==> config.mk <==
export PLATFORM = sky130hd
export DESIGN_NAME = fdea_ctrl
export DESIGN_NICKNAME = d
export VERILOG_FILES = /design/src/design/fdea_pkg.sv /design/src/design/fdea_ctrl.sv
export SDC_FILE = /design/constraint.sdc
export NUM_CORES = 1
export LEC_CHECK = 0
export BUFFER_PORTS_ARGS = -buffer_cell sky130_fd_sc_hd__clkbuf_2
export CORE_MARGIN = 2
export CORE_UTILIZATION = 45
export CTS_BUF_LIST = sky130_fd_sc_hd__clkbuf_8
export CTS_CLUSTER_DIAMETER = 30
export CTS_CLUSTER_SIZE = 10
export DETAILED_ROUTE_END_ITERATION = 10
export PLACE_DENSITY = 0.72
export SYNTH_ARGS = -nofsm -noshare
export SYNTH_HDL_FRONTEND = slang
export SYNTH_SLANG_ARGS = --single-unit
==> constraint.sdc <==
create_clock -name clk_i -period 2.1 [get_ports clk_i]
set_input_delay 0 -clock clk_i [delete_from_list [all_inputs] [get_ports clk_i]]
set_output_delay 0 -clock clk_i [all_outputs]
set_load 0.02 [all_outputs]
==> src/design/fdea_pkg.sv <==
// ----------------------------------------------------------------------------
// fdea_pkg
// Shared types and constants of the file directory extent allocator.
// ----------------------------------------------------------------------------
`default_nettype none

package fdea_pkg;

  localparam int DIR_ENTRIES_DEF     = 32;
  localparam int MAP_BLOCKS_DEF      = 4096;
  localparam int EXTENT_BLOCKS_DEF   = 64;
  localparam int RESERVED_BLOCKS_DEF = 2;

  localparam int CMD_W    = 2;
  localparam int NAME_W   = 64;
  localparam int STATUS_W = 3;
  localparam int SLOT_W   = 5;
  localparam int START_W  = 12;
  localparam int OUT_W    = 24;

  typedef enum logic [CMD_W-1:0] {
    CMD_CREATE = 2'd0,
    CMD_DELETE = 2'd1,
    CMD_FORMAT = 2'd2
  } cmd_e;

  typedef enum logic [STATUS_W-1:0] {
    STATUS_OK       = 3'd0,
    STATUS_EXISTS   = 3'd1,
    STATUS_FULL     = 3'd2,
    STATUS_NOSPACE  = 3'd3,
    STATUS_NOTFOUND = 3'd4
  } status_e;

  typedef enum logic [2:0] {
    S_CLEAR,
    S_IDLE,
    S_DIR_RD,
    S_DIR_CHK,
    S_SCAN,
    S_MARK,
    S_RESP
  } state_e;

  typedef struct packed {
    logic    load_in;
    logic    fmt_clr;
    logic    clr_step;
    logic    dir_start;
    logic    dir_next;
    logic    dir_write;
    logic    dir_inval;
    logic    scan_start;
    logic    scan_step;
    logic    base_from_scan;
    logic    base_from_dir;
    logic    mark_step;
    logic    mark_val;
    logic    out_load;
    logic    out_with_loc;
    status_e out_status;
  } ctrl_cmd_t;

  typedef struct packed {
    logic clr_last;
    logic dir_eq;
    logic dir_empty;
    logic dir_last;
    logic scan_found;
    logic scan_end;
    logic mark_last;
    logic out_free;
  } dp_status_t;

endpackage

`default_nettype wire

==> src/design/fdea_ctrl.sv <==
// ----------------------------------------------------------------------------
// fdea_ctrl
// Controller that sequences directory search, map scan, marking and clearing.
// ----------------------------------------------------------------------------
`default_nettype none

module fdea_ctrl import fdea_pkg::*; (
  input  logic             clk_i,
  input  logic             rst_ni,
  input  logic             in_valid_i,
  input  logic [CMD_W-1:0] in_cmd_i,
  output logic             in_ready_o,
  input  dp_status_t       stat_i,
  output ctrl_cmd_t        cmd_o
);

  state_e  state_q, state_d;
  cmd_e    cmd_q, cmd_d;
  logic    fmt_q, fmt_d;
  status_e resp_q, resp_d;
  logic    loc_q, loc_d;

  always_ff @(posedge clk_i or negedge rst_ni) begin
    if (!rst_ni) begin
      state_q <= S_CLEAR;
      cmd_q   <= CMD_CREATE;
      fmt_q   <= 1'b0;
      resp_q  <= STATUS_OK;
      loc_q   <= 1'b0;
    end else begin
      state_q <= state_d;
      cmd_q   <= cmd_d;
      fmt_q   <= fmt_d;
      resp_q  <= resp_d;
      loc_q   <= loc_d;
    end
  end

  always_comb begin
    state_d            = state_q;
    cmd_d              = cmd_q;
    fmt_d              = fmt_q;
    resp_d             = resp_q;
    loc_d              = loc_q;
    in_ready_o         = 1'b0;
    cmd_o              = '0;
    cmd_o.out_status   = resp_q;
    cmd_o.out_with_loc = loc_q;
    cmd_o.mark_val     = (cmd_q == CMD_CREATE);
    case (state_q)
      S_CLEAR: begin
        cmd_o.clr_step = 1'b1;
        if (stat_i.clr_last) begin
          fmt_d   = 1'b0;
          state_d = fmt_q ? S_RESP : S_IDLE;
        end
      end
      S_IDLE: begin
        in_ready_o = 1'b1;
        if (in_valid_i) begin
          cmd_o.load_in = 1'b1;
          cmd_d         = cmd_e'(in_cmd_i);
          resp_d        = STATUS_OK;
          loc_d         = 1'b0;
          case (cmd_e'(in_cmd_i))
            CMD_CREATE, CMD_DELETE: begin
              cmd_o.dir_start = 1'b1;
              state_d         = S_DIR_RD;
            end
            CMD_FORMAT: begin
              cmd_o.fmt_clr = 1'b1;
              fmt_d         = 1'b1;
              state_d       = S_CLEAR;
            end
            default: begin
              state_d = S_RESP;
            end
          endcase
        end
      end
      S_DIR_RD: begin
        state_d = S_DIR_CHK;
      end
      S_DIR_CHK: begin
        if (cmd_q == CMD_CREATE) begin
          if (stat_i.dir_eq) begin
            resp_d  = STATUS_EXISTS;
            state_d = S_RESP;
          end else if (stat_i.dir_empty) begin
            cmd_o.scan_start = 1'b1;
            state_d          = S_SCAN;
          end else if (stat_i.dir_last) begin
            resp_d  = STATUS_FULL;
            state_d = S_RESP;
          end else begin
            cmd_o.dir_next = 1'b1;
            state_d        = S_DIR_RD;
          end
        end else begin
          if (stat_i.dir_eq && !stat_i.dir_empty) begin
            cmd_o.base_from_dir = 1'b1;
            cmd_o.dir_inval     = 1'b1;
            state_d             = S_MARK;
          end else if (stat_i.dir_last) begin
            resp_d  = STATUS_NOTFOUND;
            state_d = S_RESP;
          end else begin
            cmd_o.dir_next = 1'b1;
            state_d        = S_DIR_RD;
          end
        end
      end
      S_SCAN: begin
        cmd_o.scan_step = 1'b1;
        if (stat_i.scan_found) begin
          cmd_o.base_from_scan = 1'b1;
          state_d              = S_MARK;
        end else if (stat_i.scan_end) begin
          resp_d  = STATUS_NOSPACE;
          state_d = S_RESP;
        end
      end
      S_MARK: begin
        cmd_o.mark_step = 1'b1;
        if (stat_i.mark_last) begin
          cmd_o.dir_write = (cmd_q == CMD_CREATE);
          resp_d          = STATUS_OK;
          loc_d           = 1'b1;
          state_d         = S_RESP;
        end
      end
      S_RESP: begin
        if (stat_i.out_free) begin
          cmd_o.out_load = 1'b1;
          state_d        = S_IDLE;
        end
      end
      default: begin
        state_d = S_IDLE;
      end
    endcase
  end

endmodule

`default_nettype wire

==> impl_results.rst, run 1 <==
.. list-table::
   :header-rows: 1

   * - Metric
     - Value
   * - Unique masters post-synth
     - 35
   * - Die Ht
     - 46.3 µm
   * - Number of antenna violations at the first check in global routing
     - 0
   * - Final hold violations
     - 0
   * - Stage delay of the slowest cell on the critical path
     - a little under 700 ps
   * - CP Class
     - reg2reg
   * - Maximum number of pins on one net before global-route repair
     - 20
   * - DRT Wirelength
     - 1880 µm
   * - Area of the multi-input gates
     - 484 µm²
   * - DRC Markers
     - 0
   * - Starting density of the core
     - between 40% and 50%
   * - Asr flop ratio synth
     - 100%
   * - Die Area
     - about 0.0021 mm²
   * - Setup-violating endpoint count in the final report
     - 0
   * - Maximum number of buffers from clock root to sink
     - 2
   * - Number of register bits inferred by synthesis
     - 10
   * - Endpoint of the worst hold path
     - cmd_q[1]
   * - Fraction of the yosys area taken by sequential cells
     - 31.1%
   * - Avg Synthesized Cell Area
     - 8.57 µm²
   * - Setup repair after global routing missed its margin
     - no
   * - Commonest cells in the netlist
     - 11 x sky130_fd_sc_hd__nand2_1, 10 x sky130_fd_sc_hd__dfrtp_1, 8 x sky130_fd_sc_hd__buf_4, 8 x sky130_fd_sc_hd__nor2_1, 6 x sky130_fd_sc_hd__nor3_1
   * - Max Fanout on Critical Path
     - 19
   * - Core occupancy in the finished layout
     - approximately three fifths
   * - Worst VDD drop
     - about 840 µV
   * - Clock tree from TritonCTS
     - built
   * - Min-Delay Startpoint
     - in_cmd_i[1]
   * - Area taken by flip-flops and latches
     - between 200 and 300 µm²
   * - Instance count along the most critical hold path
     - 3
   * - Critical Path End Type
     - flip-flop
   * - Slew Limit Headroom
     - 63.6%
   * - Vias per Instance
     - 5.35
   * - Highest clock frequency the design can meet
     - 545 MHz
   * - Drt first pass iters
     - 4
   * - Critical Path Start Type
     - flip-flop
   * - GP Congestion
     - 0.837
   * - Count of nets after finishing
     - ~140
   * - Layout Skew
     - just under 4 ps
   * - Most numerous cell in the Yosys netlist
     - sky130_fd_sc_hd__nand2_1
   * - Clock latency of the later-clocked register in the worst-skew pair
     - 240 ps
   * - Required arrival time at the worst endpoint
     - 2220 ps
   * - Area growth from synthesis to final layout
     - 25.6%
   * - Fraction of final layout cells sized beyond drive strength 1
     - 37.1%
   * - Core Rows
     - 15
   * - Number of synthesized flops with an enable pin
     - 0
   * - # port buffers
     - 31
   * - Cells after Synth
     - 94
   * - Final period util
     - between 80% and 90%
   * - Arrival time at the worst endpoint
     - 1950 ps
   * - Post-layout power
     - 1.50 mW
   * - Worst hold path class
     - in2reg
   * - Capturing point of the worst reg2reg path
     - resp_q[2]
   * - Critical path cell sequence
     - and3b_1, nand2_1, a32oi_2, mux2_2
   * - Chip width
     - 46.3 µm
   * - HPWL Detailed
     - 1510 µm
   * - Post-Synthesis Net Count
     - 107
   * - Global-route wire length before repair
     - 2990 µm
   * - Leakage dissipation
     - 0.509 nW
   * - Clk sink count
     - 10
   * - Syn. warnings
     - 0
   * - Run status
     - completed
   * - Placed Cells incl. Taps
     - 144
   * - Number of global-route vias before repair
     - 701
   * - Clk Tree Root Cell
     - sky130_fd_sc_hd__clkbuf_8
   * - Cells resized by post-CTS repair
     - 0
   * - Slowest cell on the critical path
     - sky130_fd_sc_hd__dfrtp_1
   * - Beginning of the worst register-to-register path
     - state_q[0]
   * - Accumulated negative setup slack
     - 0 ps
   * - Total core area
     - 0.00171 mm²
   * - Remaining global-route overflow
     - 0
   * - Final Slew Violations
     - 0
   * - Diode insertion count for antenna repair
     - 0
   * - Filler Cells Inserted
     - between 150 and 200
   * - Number of standard cells in the final layout excluding fillers
     - 149
   * - Area of the mapped netlist
     - about 810 µm²
   * - First DRT Iteration DRCs
     - 12
   * - Area share of the largest cell type after synthesis
     - 31.1%
   * - Total global-route track usage
     - 20.3%
   * - Number of nets with antenna violations after detailed routing
     - 0
   * - Worst R2R Setup Slack
     - roughly 270 ps
   * - CTS H-tree lvls
     - 1
   * - Commonest register cell after synthesis
     - sky130_fd_sc_hd__dfrtp_1
   * - Clock Pin Slew Worst Setup and Hold Paths
     - roughly 50 ps
   * - Slew @ Worst Pin
     - 546 ps
   * - Dominant cell type by area after synthesis
     - sky130_fd_sc_hd__dfrtp_1
   * - CTS buffer count
     - 3
   * - Max cap viols
     - 0
   * - Post-DR wirelength/cell
     - 12.6 µm
   * - Total vias in the final route
     - 797
   * - Logic depth of the worst register-to-register path
     - 4
   * - Final critical-path required period
     - 1830 ps
   * - Total I/O pin count
     - 32
   * - Top cells by area in the synthesized netlist
     - sky130_fd_sc_hd__dfrtp_1 31%, sky130_fd_sc_hd__buf_4 7.5%, sky130_fd_sc_hd__nand2_1 5.1%
   * - Total power divided by cell area
     - 1480 mW/mm²
-- power by group --
| part | switching (mW) | total, mW | leakage [nW] | internal [mW] |
|---|---|---|---|---|
| registers | 0.139 | 0.418 | 0.124 | 0.279 |
| clock network | 0.0752 | 0.240 | 0.0288 | 0.165 |
| logic | 0.478 | 0.845 | 0.357 | 0.366 |
| total | 0.692 | 1.50 | 0.509 | 0.810 |
-- cells by family (layout without fill, tap and decap cells) --
kind of cell           count (synthesis)  after routing  synth area share (%)
and+or+nand+nor                       49             49                  34.0
buffers and inverters                 11             41                  8.85
DFF                                   10             10                  31.1
muxes                                  3              3                  4.19
AOI/OAI and AO/OA                     21             21                  21.9
-- cells in the final DEF, fill, tap and decap left out, drive strengths merged, types with 2 or more instances in the layout --
| master | count |
|---|---|
| nor3 | 6 |
| dfrtp | 10 |
| nor2 | 9 |
| mux2 | 3 |
| inv | 3 |
| clkbuf | 35 |
| a211oi | 2 |
| a21o | 2 |
| nand3 | 5 |
| nor2b | 4 |
| buf | 2 |
| nor3b | 6 |
| o21ai | 3 |
| nand2 | 11 |
| a21oi | 3 |
| a41o | 2 |
-- worst max-delay path by stage --
stage          slack, ps          to  cells past startpoint       start
6_report             270   resp_q[2]                      4  state_q[0]
5_1_grt              160    cmd_o[7]                      3  state_q[0]
4_1_cts              280   resp_q[2]                      4  state_q[0]
3_5_place_dp         290   resp_q[2]                      4  state_q[0]
3_3_place_gp         360   resp_q[0]                      4  state_q[0]
2_1_floorplan        530  state_q[0]                      4  state_q[1]
-- through the flow --
step | hold slack [ps] | area (µm²) | setup WS, ps
6_report | 19.7 | 1010 | 266
5_1_grt | 42.7 | 1010 | 163
4_1_cts | 15.9 | 1010 | 275
3_5_place_dp | -117 | 947 | 287
3_3_place_gp | -120 | 947 | 359
2_1_floorplan | -296 | 806 | 534
-- worst max-delay path: cells and delay by family, from the launching register on --
kind / cells / cell delay [ps]
flip-flops: 1 / 680
AND/OR/NAND/NOR: 2 / 390
multiplexers: 1 / 370
AO/OA/AOI/OAI: 1 / 270
-- repair_timing --
action,in CTS,in global routing
buffers inserted,0,0
hold endpoints to repair,10,0
endpoints found under the setup margin,0,0
hold buffers,1,0
-- layout make-up --
type                       count  area share (%)
clock buffer                   4            5.44
inverter                       3            1.11
multi-input combinational     73            47.8
sequential                    10            24.7
tap                           25            3.09
timing repair buffer          34            17.8
-- registers in the layout, summed over array words and instances (netlist names) --
signal   count
resp_q       3
state_q      3
cmd_q        2
fmt_q        1
loc_q        1
-- metal layers --
layer | up-vias | global-route usage [%] | share of wire (%)
li1 | 400 | - | -
met1 | 365 | 25.8 | 47
met2 | 26 | 30.0 | 45
met3 | 6 | 6.27 | 5.4
met4 | 0 | 11.4 | 2.0
met5 | - | 0 | 0
Note: power is estimated with default switching activity, not from simulation.
==> inputs of run 2 (changes only) <==
--- a/config.mk
+++ b/config.mk
@@ -6,7 +6,7 @@
 export NUM_CORES = 1
 export LEC_CHECK = 0
 export BUFFER_PORTS_ARGS = -buffer_cell sky130_fd_sc_hd__clkbuf_2
-export CORE_MARGIN = 2
+export CORE_MARGIN = 5
 export CORE_UTILIZATION = 45
 export CTS_BUF_LIST = sky130_fd_sc_hd__clkbuf_8
 export CTS_CLUSTER_DIAMETER = 30
==> impl_results.rst, run 2 (synthesis gave the netlist of run 1 again) <==
.. list-table::
   :header-rows: 1

   * - Metric
     - Value
   * - Run status
     - completed
   * - CTS buffer count
     - 3 (unchanged)
   * - DRT Wirelength
     - 1980 µm (+5.5%)
   * - Clock share of power
     - 16.1% (about the same)
   * - Total power divided by cell area
     - 1480 mW/mm² (-0.15%)
   * - Setup-violating endpoint count in the final report
     - 0 (unchanged)
   * - Maximum number of pins on one net before global-route repair
     - 22 (+10%)
   * - Number of setup buffers added after CTS
     - 0 (unchanged)
   * - Switching power as a share of total power
     - 46.4% (+0.35 points)
   * - Fraction of final layout cells sized beyond drive strength 1
     - 36.6% (-0.51 points)
   * - Post-DR wirelength/cell
     - 13.4 µm (+6.3%)
   * - Critical Path End Type
     - flip-flop
   * - Vias per Instance
     - 5.39 (+0.68%)
   * - Required arrival time at the worst endpoint
     - 2220 ps (about the same)
   * - Slew @ Worst Pin
     - 598 ps (+51.5 ps)
   * - Worst hold path class
     - in2reg
   * - # port buffers
     - 31 (unchanged)
   * - CTS H-tree lvls
     - 1 (unchanged)
   * - Layout Skew
     - 2.34 ps (-1.60 ps)
   * - Final std cell area, no fill
     - 0.00100 mm² (-0.74%)
   * - Die Area
     - 0.00274 mm² (+28%)
   * - Accumulated negative setup slack
     - 0 ps (unchanged)
   * - Remaining global-route overflow
     - 0 (unchanged)
   * - Diode insertion count for antenna repair
     - 0 (unchanged)
   * - Sequential group share of total power
     - 29.5% (+1.7 points)
   * - Clock tree from TritonCTS
     - built
   * - Buffer and inverter count on the worst path
     - 0 (unchanged)
   * - Max cap viols
     - 0 (unchanged)
   * - Total core area
     - 0.00171 mm² (unchanged)
   * - Drt first pass iters
     - 4 (unchanged)
   * - Number of global-route vias before repair
     - 788 (+12%)
   * - Stage delay of the slowest cell on the critical path
     - 690 ps (about the same)
   * - Kind of cell adding the most delay to the critical path
     - flip-flops
   * - Clk sink count
     - 10 (unchanged)
   * - Starting density of the core
     - 47.2% (unchanged)
   * - Post-layout power
     - 1.49 mW (-0.89%)
   * - Total I/O pin count
     - 32 (unchanged)
   * - Worst VDD drop
     - 732 µV (-13%)
   * - Total global-route track usage
     - 17.1% (-3.2 points)
   * - Power share of the combinational group
     - 54.4% (-1.8 points)
   * - Leakage dissipation
     - 0.504 nW (-0.95%)
   * - Final Slew Violations
     - 0 (unchanged)
   * - Instance area after placement
     - 940 µm² (-0.79%)
   * - Final hold violations
     - 0 (unchanged)
   * - Slowest cell on the critical path
     - sky130_fd_sc_hd__dfrtp_1
   * - Clock latency of the later-clocked register in the worst-skew pair
     - 240 ps (about the same)
   * - Critical Path Start Type
     - flip-flop
   * - Clk Tree Root Cell
     - sky130_fd_sc_hd__clkbuf_8
   * - Most frequent cells in the layout
     - 31 x sky130_fd_sc_hd__clkbuf_2, 11 x sky130_fd_sc_hd__nand2_1, 10 x sky130_fd_sc_hd__dfrtp_1, 8 x sky130_fd_sc_hd__nor2_1, 6 x sky130_fd_sc_hd__nor3_1
   * - Core Rows
     - 15 (unchanged)
   * - Final critical-path required period
     - 1830 ps (-3.56 ps)
   * - Count of nets after finishing
     - 137 (-0.72%)
   * - Setup repair after global routing missed its margin
     - no
   * - Max Fanout on Critical Path
     - 19 (unchanged)
   * - GP Congestion
     - 0.866 (+3.5%)
   * - HPWL Detailed
     - 1610 µm (+7.0%)
   * - Power dissipated by switching net loads
     - 0.691 mW (-0.14%)
   * - Final period util
     - 87.2% (-0.17 points)
   * - Arrival time at the worst endpoint
     - 1950 ps (about the same)
   * - Maximum number of buffers from clock root to sink
     - 2 (unchanged)
   * - Die Ht
     - 52.3 µm (+13%)
   * - Clock Pin Slew Worst Setup and Hold Paths
     - 50 ps (about the same)
   * - DRC Markers
     - 0 (unchanged)
   * - Chip width
     - 52.3 µm (+13%)
   * - Most frequent standard cell in the layout excluding fill and tap cells
     - sky130_fd_sc_hd__clkbuf_2
   * - Regs by FF count
     - resp_q x3, state_q x3, cmd_q x2
   * - Number of nets with antenna violations after detailed routing
     - 0 (unchanged)
   * - Area growth from synthesis to final layout
     - 24.7%
   * - First DRT Iteration DRCs
     - 32 (+20)
   * - Critical path cell sequence
     - and3b_1, nand2_1, a32oi_2, mux2_2
   * - Number of antenna violations at the first check in global routing
     - 0 (unchanged)
   * - CP Class
     - reg2reg
   * - Highest clock frequency the design can meet
     - 546 MHz (+0.19%)
   * - Slew Limit Headroom
     - 60.1% (-3.4 points)
   * - Internal Dissipation
     - 0.798 mW (-1.5%)
   * - Total vias in the final route
     - 797 (unchanged)
   * - Global-route wire length before repair
     - 3440 µm (+15%)
## run 2: cell count changes in the layout (fill, tap and decap cells not counted)
cell,before,now
sky130_fd_sc_hd__buf_4,2,1
## run 2: routing by layer
layer  GRT usage, %  wire, µm
met5              0         0
met1           22.4       904
met3           3.42       127
met2           25.4       902
met4           10.2        48
## run 2: worst paths after layout
check | start | endpoint | slack, ps | depth (start not counted)
worst min-delay path | in_cmd_i[1] | cmd_q[1] | 20 | 3
min in group asynchronous | rst_ni | loc_q | 160 | 2
worst max register to register | state_q[0] | resp_q[0] | 270 | 4
max in group asynchronous | rst_ni | state_q[0] | 1740 | 2
worst max-delay path | state_q[0] | resp_q[0] | 270 | 4
worst min register to register | loc_q | loc_q | 480 | 2
## run 2: power by group through the flow
stage	combinational, mW	sequential (mW)	clock [mW]
after floorplan	0.743	0.357	0
final	0.810	0.439	0.240
after global routing	0.896	0.461	0.263
after global placement	0.804	0.436	0
after CTS	0.818	0.437	0.249
after detailed placement	0.812	0.441	0
## run 2: through the flow
stage | util (%) | hold WS, ps | setup slack (ps) | instances
after floorplan | - | -296 | 534 | 94
after global placement | 55.0 | -117 | 334 | 143
after detailed placement | 55.0 | -118 | 272 | 143
after CTS | 58.8 | 14.8 | 270 | 148
after global routing | 58.8 | 34.8 | 58.3 | 148
final | 58.8 | 17.8 | 269 | 148
## run 2: layout make-up
| class | count | area [µm²] |
|---|---|---|
| Fill cell | 170 | 703 |
| Multi-Input combinational cell | 73 | 484 |
| Sequential cell | 10 | 250 |
| Timing Repair Buffer | 33 | 173 |
| Clock buffer | 4 | 55.1 |
| Tap cell | 25 | 31.3 |
| Inverter | 3 | 11.3 |
## run 2: worst min-delay path, delay by kind of cell
| kind | cells | cell delay [ps] |
|---|---|---|
| buffers and inverters | 1 | 110 |
| AND/OR/NAND/NOR | 2 | 100 |
## run 2: repair_timing
action                    in CTS  in global routing
hold endpoints to repair      10                  0
hold buffers                   1                  0
resized for setup              0                  0
==> inputs of run 3 (changes only) <==
--- a/config.mk
+++ b/config.mk
@@ -12,7 +12,8 @@
 export CTS_CLUSTER_DIAMETER = 30
 export CTS_CLUSTER_SIZE = 10
 export DETAILED_ROUTE_END_ITERATION = 10
-export PLACE_DENSITY = 0.72
+export HOLD_SLACK_MARGIN = 0.02
+export PLACE_DENSITY = 0.75
 export SYNTH_ARGS = -nofsm -noshare
 export SYNTH_HDL_FRONTEND = slang
 export SYNTH_SLANG_ARGS = --single-unit
==> impl_results.rst, run 3 (synthesis gave the netlist of run 1 again) <==
.. list-table::
   :header-rows: 1

   * - Metric
     - Value
   * - Starting density of the core
     - 47.2% (unchanged)
   * - Most frequent standard cell in the layout excluding fill and tap cells
     - sky130_fd_sc_hd__clkbuf_2
   * - Slew @ Worst Pin
     - 565 ps (-33.3 ps)
   * - Leakage dissipation
     - 0.509 nW (+0.96%)
   * - Kind of cell adding the most delay to the critical path
     - simple AND/OR/NAND/NOR gates
   * - Number of nets with antenna violations after detailed routing
     - 0 (unchanged)
   * - Die Ht
     - 52.3 µm (unchanged)
   * - Remaining global-route overflow
     - 0 (unchanged)
   * - Required arrival time at the worst endpoint
     - 2100 ps (-120 ps)
   * - HPWL Detailed
     - 1640 µm (+1.4%)
   * - Total global-route track usage
     - 17.5% (+0.48 points)
   * - Total I/O pin count
     - 32 (unchanged)
   * - Highest clock frequency the design can meet
     - 530 MHz (-3.1%)
   * - Setup repair after global routing missed its margin
     - no
   * - Regs by FF count
     - resp_q x3, state_q x3, cmd_q x2
   * - Area growth from synthesis to final layout
     - 25.6%
   * - Worst setup timing slack at the placement stage
     - 302 ps (+29.8 ps)
   * - Cells resized by post-CTS repair
     - 0 (unchanged)
   * - Critical Path Start Type
     - flip-flop
   * - Final Slew Violations
     - 0 (unchanged)
   * - Fraction of final layout cells sized beyond drive strength 1
     - 37.1% (+0.51 points)
   * - Final std cell area, no fill
     - 0.00101 mm² (+0.75%)
   * - Chip width
     - 52.3 µm (unchanged)
   * - Slowest cell on the critical path
     - sky130_fd_sc_hd__dfrtp_1
   * - Arrival time at the worst endpoint
     - 1890 ps (-60 ps)
   * - Stage delay of the slowest cell on the critical path
     - 510 ps (-180 ps)
   * - Vias per Instance
     - 5.38 (-0.17%)
   * - Total core area
     - 0.00171 mm² (unchanged)
   * - DRC Markers
     - 0 (unchanged)
   * - # port buffers
     - 31 (unchanged)
   * - CP Class
     - reg2out
   * - Filler Cells Inserted
     - 157 (-7.6%)
   * - GP Congestion
     - 0.883 (+1.9%)
   * - Most frequent cells in the layout
     - 31 x sky130_fd_sc_hd__clkbuf_2, 11 x sky130_fd_sc_hd__nand2_1, 10 x sky130_fd_sc_hd__dfrtp_1, 8 x sky130_fd_sc_hd__nor2_1, 6 x sky130_fd_sc_hd__nor3_1
   * - Critical Path End Type
     - output port
   * - Worst hold path class
     - in2reg
   * - Core Rows
     - 15 (unchanged)
   * - Final critical-path required period
     - 1890 ps (+57.7 ps)
   * - Maximum number of pins on one net before global-route repair
     - 20 (-9.1%)
   * - Post-DR wirelength/cell
     - 13.8 µm (+3.4%)
   * - Instance area after placement
     - 947 µm² (+0.80%)
   * - Setup-violating endpoint count in the final report
     - 0 (unchanged)
   * - Max cap viols
     - 0 (unchanged)
   * - CTS H-tree lvls
     - 1 (unchanged)
   * - Layout Skew
     - 2.25 ps (-0.0877 ps)
   * - Drt first pass iters
     - 4 (unchanged)
   * - Total power divided by cell area
     - 1500 mW/mm² (+0.91%)
   * - Run status
     - completed
   * - Number of global-route vias before repair
     - 747 (-5.2%)
   * - Die Area
     - 0.00274 mm² (unchanged)
   * - First DRT Iteration DRCs
     - 7 (-78%)
   * - Clock Pin Slew Worst Setup and Hold Paths
     - 50 ps (about the same)
   * - Final hold violations
     - 0 (unchanged)
   * - Number of antenna violations at the first check in global routing
     - 0 (unchanged)
   * - Total vias in the final route
     - 801 (+0.50%)
   * - Clock tree from TritonCTS
     - built
   * - Worst VDD drop
     - 969 µV (+32%)
   * - Slew Limit Headroom
     - 62.4% (+2.2 points)
   * - Global-route wire length before repair
     - 3550 µm (+3.4%)
   * - CTS buffer count
     - 3 (unchanged)
   * - Final period util
     - 89.9% (+2.7 points)
   * - Count of nets after finishing
     - 138 (+0.73%)
   * - Maximum number of buffers from clock root to sink
     - 2 (unchanged)
   * - Clk sink count
     - 10 (unchanged)
   * - Diode insertion count for antenna repair
     - 0 (unchanged)
   * - Clock latency of the later-clocked register in the worst-skew pair
     - 230 ps (about the same)
   * - Clk Tree Root Cell
     - sky130_fd_sc_hd__clkbuf_8
   * - DRT Wirelength
     - 2060 µm (+4.1%)
   * - Max Fanout on Critical Path
     - 13 (-6)
   * - Accumulated negative setup slack
     - 0 ps (unchanged)
   * - Buffer and inverter count on the worst path
     - 2 (+2)
   * - Worst path setup slack after routing
     - 212 ps (-57.7 ps)
   * - Critical path cell sequence
     - buf_4, nor2_1, nand3_1, nor3b_2, clkbuf_2
run 3: cell count changes in the layout (fill, tap and decap cells not counted), sizes merged:
| cell | before | now |
|---|---|---|
| buf | 1 | 2 |
run 3: worst paths after layout:
kind	startpoint	to	slack, ps	depth (start not counted)
max	state_q[1]	cmd_o[16]	210	5
max reg2reg	state_q[0]	resp_q[2]	240	4
min reg2reg	loc_q	loc_q	490	2
min	in_cmd_i[0]	cmd_q[0]	30	3
max in group asynchronous	rst_ni	resp_q[0]	1720	2
min in group asynchronous	rst_ni	loc_q	170	2
run 3: routing by layer:
layer,up-vias,part of all wire (%),GRT usage (%)
li1,400,-,-
met1,380,47,25.0
met2,21,48,26.9
met3,0,4.9,4.56
met4,0,0,2.55
met5,-,0,0
run 3: cell type report:
type	instances	area (µm²)	area share [%]
Multi-Input combinational cell	73	484	47.8
Clock buffer	4	55.1	5.44
Timing Repair Buffer	34	180	17.8
Sequential cell	10	250	24.7
Inverter	3	11.3	1.11
Tap cell	25	31.3	3.09
run 3: per-stage QoR:
step | hold slack (ps) | std cells | power (mW) | util [%]
floorplan | -296 | 94 | 1.10 | -
global placement | -123 | 144 | 1.25 | 55.5
detailed placement | -120 | 144 | 1.27 | 55.5
CTS | 30.2 | 149 | 1.51 | 59.3
global route | 53.1 | 149 | 1.64 | 59.3
finish | 30.7 | 149 | 1.51 | 59.3
run 3: timing repair:
| item | CTS | global route |
|---|---|---|
| buffers inserted | 0 | 0 |
| hold endpoints to repair | 10 | 0 |
| endpoints found under the setup margin | 0 | 0 |
| hold buffers | 1 | 0 |
run 3: power breakdown:
| group | switching [mW] | internal [mW] |
|---|---|---|
| Clock | 0.0683 | 0.164 |
| Sequential | 0.141 | 0.279 |
| Combinational | 0.495 | 0.366 |
run 3: worst reg2reg max path, cell delays in order (launching register included):
cell,delay [ps]
sky130_fd_sc_hd__dfrtp_1,690
sky130_fd_sc_hd__and3b_1,300
sky130_fd_sc_hd__nand2_1,120
sky130_fd_sc_hd__a32oi_2,260
sky130_fd_sc_hd__mux2_2,370
